[config.mk]
export PLATFORM = sky130hd
export DESIGN_NAME = decimal_digit_emitter_top
export DESIGN_NICKNAME = d
export VERILOG_FILES = /design/src/sv/dde_pkg.sv /design/src/sv/dde_bcd_stage.sv /design/src/sv/dde_serializer.sv /design/src/sv/decimal_digit_emitter_top.sv
export SDC_FILE = /design/constraint.sdc
export NUM_CORES = 1
export LEC_CHECK = 0
export CORE_UTILIZATION = 48
export CTS_CLUSTER_DIAMETER = 120
export DETAILED_ROUTE_END_ITERATION = 16
export DONT_BUFFER_PORTS = 1
export PLACE_DENSITY_LB_ADDON = 0.3
export SLEW_MARGIN = 5
export SYNTH_ARGS = -nofsm -noshare
export SYNTH_HDL_FRONTEND = slang
export SYNTH_SLANG_ARGS = --single-unit
export TNS_END_PERCENT = 100
[constraint.sdc]
create_clock -name clk -period 8.9 [get_ports clk]
set_input_delay 1.335 -clock clk [delete_from_list [all_inputs] [get_ports clk]]
set_output_delay 1.335 -clock clk [all_outputs]
set_load 0.05 [all_outputs]
[src/sv/dde_pkg.sv]
// shared constants and helpers for the decimal digit emitter
// no dependencies
`default_nettype none

package dde_pkg;

  localparam int VALUE_BITS_DEF  = 32;
  // shift-and-add-3 steps folded into one pipeline stage
  localparam int STEPS_PER_STAGE = 4;
  localparam logic [5:0] ASCII_ZERO = 6'd48;
  localparam int CHAR_W = 6;

  // number of decimal digits of the largest value of the given width, at least two
  function automatic int digit_count(input int bits);
    longint unsigned v;
    int n;
    v = (bits >= 64) ? 64'hFFFF_FFFF_FFFF_FFFF : ((64'd1 << bits) - 64'd1);
    n = 0;
    while (v != 64'd0) begin
      v = v / 10;
      n = n + 1;
    end
    return (n < 2) ? 2 : n;
  endfunction

endpackage

`default_nettype wire

[src/sv/dde_bcd_stage.sv]
// one pipeline stage of the binary to bcd converter (shift and add 3)
// depends on dde_pkg
`default_nettype none

module dde_bcd_stage import dde_pkg::*; #(
  parameter int VALUE_BITS = VALUE_BITS_DEF,
  parameter int NDIG       = digit_count(VALUE_BITS_DEF),
  parameter int STEPS      = STEPS_PER_STAGE
) (
  input  wire logic                  clk,
  input  wire logic                  rst,
  input  wire logic                  in_valid,
  output logic                       in_ready,
  input  wire logic [VALUE_BITS-1:0] in_bin,
  input  wire logic [4*NDIG-1:0]     in_bcd,
  output logic                       out_valid,
  input  wire logic                  out_ready,
  output logic [VALUE_BITS-1:0]      out_bin,
  output logic [4*NDIG-1:0]          out_bcd
);

  logic [VALUE_BITS-1:0] bin_next;
  logic [4*NDIG-1:0]     bcd_next;

  always_comb begin
    bin_next = in_bin;
    bcd_next = in_bcd;
    for (int s = 0; s < STEPS; s++) begin
      for (int d = 0; d < NDIG; d++) begin
        if (bcd_next[4*d +: 4] >= 4'd5) begin
          bcd_next[4*d +: 4] = bcd_next[4*d +: 4] + 4'd3;
        end
      end
      bcd_next = {bcd_next[4*NDIG-2:0], bin_next[VALUE_BITS-1]};
      bin_next = bin_next << 1;
    end
  end

  assign in_ready = !out_valid || out_ready;

  always_ff @(posedge clk) begin
    if (rst) begin
      out_valid <= 1'b0;
    end else if (in_ready) begin
      out_valid <= in_valid;
    end
  end

  always_ff @(posedge clk) begin
    if (in_ready && in_valid) begin
      out_bin <= bin_next;
      out_bcd <= bcd_next;
    end
  end

endmodule

`default_nettype wire

[src/sv/dde_serializer.sv]
// emits the bcd digits of one number as ascii, most significant nonzero first
// depends on dde_pkg
`default_nettype none

module dde_serializer import dde_pkg::*; #(
  parameter int NDIG = digit_count(VALUE_BITS_DEF)
) (
  input  wire logic              clk,
  input  wire logic              rst,
  input  wire logic              in_valid,
  output logic                   in_ready,
  input  wire logic [4*NDIG-1:0] in_bcd,
  output logic                   m_valid,
  input  wire logic              m_ready,
  output logic [CHAR_W-1:0]      m_char,
  output logic                   m_last
);

  localparam int POS_W = $clog2(NDIG);

  logic              busy;
  logic [4*NDIG-1:0] bcd;
  logic [POS_W-1:0]  pos;
  logic [POS_W-1:0]  lead;
  logic              done;

  // highest nonzero digit, zero for a zero value
  always_comb begin
    lead = '0;
    for (int d = 0; d < NDIG; d++) begin
      if (in_bcd[4*d +: 4] != 4'd0) begin
        lead = POS_W'(d);
      end
    end
  end

  assign done     = busy && m_ready && (pos == '0);
  assign in_ready = !busy || done;
  assign m_valid  = busy;
  assign m_char   = ASCII_ZERO | {2'b00, bcd[4*pos +: 4]};
  assign m_last   = (pos == '0);

  always_ff @(posedge clk) begin
    if (rst) begin
      busy <= 1'b0;
    end else if (in_ready) begin
      busy <= in_valid;
    end
  end

  always_ff @(posedge clk) begin
    if (in_ready && in_valid) begin
      bcd <= in_bcd;
      pos <= lead;
    end else if (busy && m_ready && (pos != '0)) begin
      pos <= pos - 1'b1;
    end
  end

endmodule

`default_nettype wire

[src/sv/decimal_digit_emitter_top.sv]
// top level of the decimal digit emitter: bcd conversion pipeline and digit serializer
// depends on dde_pkg, dde_bcd_stage, dde_serializer
// path: the bcd conversion stages, then the load register of the serializer
// throughput: one digit per cycle on the output while m_tready is high; a number gives as
// many digits as it has (1 to 10 at 32 bits), all through the single output port of the serializer
// reset: synchronous active high rst clears all valid bits; payload registers keep their data
`default_nettype none

module decimal_digit_emitter_top import dde_pkg::*; #(
  parameter int VALUE_BITS = VALUE_BITS_DEF
) (
  input  wire logic                              clk,
  input  wire logic                              rst,
  input  wire logic                              s_tvalid,
  output logic                                   s_tready,
  // [VALUE_BITS-1:0] number, zero padded to whole bytes
  input  wire logic [((VALUE_BITS+7)/8)*8-1:0]   s_tdata,
  output logic                                   m_tvalid,
  input  wire logic                              m_tready,
  // [5:0] digit_char, [7:6] zero
  output logic [7:0]                             m_tdata,
  // last digit of the number
  output logic                                   m_tlast
);

  localparam int NDIG    = digit_count(VALUE_BITS);
  localparam int NSTAGES = (VALUE_BITS + STEPS_PER_STAGE - 1) / STEPS_PER_STAGE;

  // stage boundary signals, index 0 is the input side
  logic [NSTAGES:0]      vld;
  logic [NSTAGES:0]      rdy;
  logic [VALUE_BITS-1:0] bin [NSTAGES+1];
  logic [4*NDIG-1:0]     bcd [NSTAGES+1];
  logic [CHAR_W-1:0]     char_out;

  assign vld[0]   = s_tvalid;
  assign s_tready = rdy[0];
  // bits above VALUE_BITS in the padding are ignored
  assign bin[0]   = s_tdata[VALUE_BITS-1:0];
  assign bcd[0]   = '0;

  // each stage shifts in up to four bits, the last one takes what is left
  for (genvar i = 0; i < NSTAGES; i++) begin : g_stage
    localparam int LEFT  = VALUE_BITS - i * STEPS_PER_STAGE;
    localparam int STEPS = (LEFT < STEPS_PER_STAGE) ? LEFT : STEPS_PER_STAGE;

    dde_bcd_stage #(
      .VALUE_BITS (VALUE_BITS),
      .NDIG       (NDIG),
      .STEPS      (STEPS)
    ) u_stage (
      .clk       (clk),
      .rst       (rst),
      .in_valid  (vld[i]),
      .in_ready  (rdy[i]),
      .in_bin    (bin[i]),
      .in_bcd    (bcd[i]),
      .out_valid (vld[i+1]),
      .out_ready (rdy[i+1]),
      .out_bin   (bin[i+1]),
      .out_bcd   (bcd[i+1])
    );
  end

  // serializer takes the next number in the cycle its last digit leaves
  dde_serializer #(
    .NDIG (NDIG)
  ) u_ser (
    .clk      (clk),
    .rst      (rst),
    .in_valid (vld[NSTAGES]),
    .in_ready (rdy[NSTAGES]),
    .in_bcd   (bcd[NSTAGES]),
    .m_valid  (m_tvalid),
    .m_ready  (m_tready),
    .m_char   (char_out),
    .m_last   (m_tlast)
  );

  assign m_tdata = {2'b00, char_out};

endmodule

`default_nettype wire

==> out/results.ini <==
[grt]
grt_first_pass_wirelength_um = 93270
grt_pass1_vias = 21200
antenna_found_initial = 0
overflow = 0
grtUsageTotal_pct = 18.01
grt_max_degree = 43

[floorplanning]
core_sq_um = 57590
fp-row-count = 88
io_pins = 47
die-area_sq_um = 59150
die_h_um = 243.2
die_w_um = 243.2
initial_core_util_pct = 48.50

[route]
drt_iter0_markers = 1428
vias = 22380
totalWireLength_um = 54510
dr.pass1.iters = 5
wl_per_cell_um = 14.47
drcViolationCount = 0
drtAntennaViolNets = 0
viasPerCell = 5.943

[cts]
clk_pin_slew_ns = 0.06
clock_sinks = 350
clk_latency_ns = 0.58
clockBufferDepth = 3
post_cts_resized = 0
hold_buffers = 0
htree_levels = 2
cts_setup_buffers = 0
clockRootBuffer = clkbuf_16
cts_buffers = 40
cts_tree = yes

[cells_and_area]
final-seq-area_sq_um = 10420
instances_no_fill = 3766
nets = 3150
final_common_cell = edfxtp_1
synthToLayoutAreaGrowth_pct = 7.665
fin_util_pct = 52.22
stdcell_area_sq_um = 30070
final_cell_mix = 341 x edfxtp_1, 287 x a21oi_1, 245 x o21ai_0
fillers = 5044
diodes = 0
drive_gt1_share_pct = 8.830
multiInputGateArea_sq_um = 16530

[timing]
worst_slew_pin_slew_ns = 1.149
finalSetupViolCount = 0
max-slew-margin-rel_pct = 22.77
period_needed_ns = 5.788
fin_worst_skew_ns = 0.01695
max_freq_ghz = 0.1728
grt_setup_unrepaired = no
fin_setup_tns_ns = 0
fin_ws_ns = 3.112
period_share_pct = 65.04
finalHoldViolCount = 0
drv_slew = 0

[setup_path]
path_max_fanout = 15
arrival_ns = 4.45
crit_required_ns = 7.57
critical_path_class = register to output port
start_kind = register
critPathCaptureType = output port

[status]
status = complete, no violations

[logic_synthesis]
yosysSeqAreaShare_pct = 37.31
ys_ff_latch = 350
avgSynthCellArea_sq_um = 9.300
ys_async_sr_fraction_pct = 0
synth-compound-area-share_pct = 26.30
synth-xor-area-share_pct = 5.179
ys_types = 104
synth_top_family_by_area = compound AO/OA/AOI/OAI gates
synth_cells = 3003
synth_mux_area_share_pct = 7.024
syn_area_sq_um = 27930
ys.flop_type = edfxtp_1
synth_edf_count = 341
synth-adder-area-share_pct = 6.675
synth_warnings = 0
yosys.area_share.simple_pct = 13.66

[worst_hold_path]
worst_hold_path_type = register to register

[placement]
routabilityCongestion = 0.8390
hpwlAfterDp_um = 39640
dpl_cell_area_sq_um = 28680
dp_slack_ns = 3.707
port_buffers = 0
dp.cells = 3692

[flow_run]
cap_violations = 0

[pwr]
peakVddDrop_v = 0.0001579
power_density_nw_per_um2 = 182.9
leakagePower_nw = 10.94

==> sequential cells by signal, indices dropped and copies added (netlist names) <==
signal                     flops
g_stage.u_stage.out_bcd      185
u_ser.pos                      4
g_stage.u_stage.out_bin      112
u_ser.m_valid                  1
g_stage.u_stage.out_valid      8
u_ser.bcd                     40
==> area by class of cell <==
type,instances,share of cell area [%]
clock inverter,30,1.190
tap,765,3.183
timing repair buffer,9,0.2247
clock buffer,44,3.445
multi-input combinational,2382,54.98
inverter,186,2.322
sequential,350,34.65
==> power breakdown <==
group / internal, W / leakage [nW] / switching [W] / total, W
clock network: 0.00101 / 0.663 / 0.000710 / 0.00172
logic: 0.000758 / 7.09 / 0.00105 / 0.00180
registers: 0.00194 / 3.19 / 0.0000347 / 0.00198
total: 0.00371 / 10.9 / 0.00179 / 0.00550
==> synth_stat cells (all sizes together), types with 47 or more instances <==
cell,count,area [sq um]
nand2,201,754.5
mux2i,104,1061
ha,145,1814
edfxtp,341,10240
nor2,209,784.5
clkbuf,69,260.2
a31oi,68,444.2
a21oi,309,1667
mux2,64,720.7
o21ai,284,1425
nor3b,52,395.4
a211oi,47,357.8
nand2b,75,471.7
xnor2,126,1220
inv,186,698.2
==> per-layer routing <==
metal  global-route usage, %  routed length (um)  share of wire (%)  vias up
met5                       0                   0                  0        -
met4                   4.532                 734                1.3        0
met3                   2.444                1778                3.3       57
met2                   34.44               28380                 52      381
met1                   20.81               23620                 43    10640
li1                        -                   -                  -    11310
==> through the flow <==
stage | total power, W | hold WS (ns)
6_report | 0.005499 | 0.4131
5_1_grt | 0.005839 | 0.4230
4_1_cts | 0.005532 | 0.4164
3_5_place_dp | 0.003793 | 0.4045
3_3_place_gp | 0.003689 | 0.4004
2_1_floorplan | 0.003505 | 0.4003
==> worst paths after layout <==
check	start	to	slack, ns	depth (start not counted)
max	u_ser.pos[0]$_DFFE_PP_	s_tready	3.11	9
min	g_stage[2].u_stage.out_bin[20]$_DFFE_PP_	g_stage[3].u_stage.out_bin[24]$_DFFE_PP_	0.41	0
max reg2reg	u_ser.pos[0]$_DFFE_PP_	g_stage[2].u_stage.out_bin[22]$_DFFE_PP_	4.20	9
min reg2reg	g_stage[2].u_stage.out_bin[20]$_DFFE_PP_	g_stage[3].u_stage.out_bin[24]$_DFFE_PP_	0.41	0
==> cells by family after synthesis <==
logic type	Yosys count
other cells	2
compound gates	1128
mux	176
fa+ha+maj	150
xor+xnor	151
simple gates	773
flops	350
buf+inv	273
==> worst max-delay path: stages, from the launching register on <==
cell and delay [ns]:
edfxtp_1 0.71, inv_1 0.15, ha_1 0.19, nor3b_2 0.79
nand2_1 0.22, and3_1 0.30, and2_1 0.33, and3_1 0.35
and3_1 0.36, nand3_1 0.47
(Power assumes the default switching activity.)
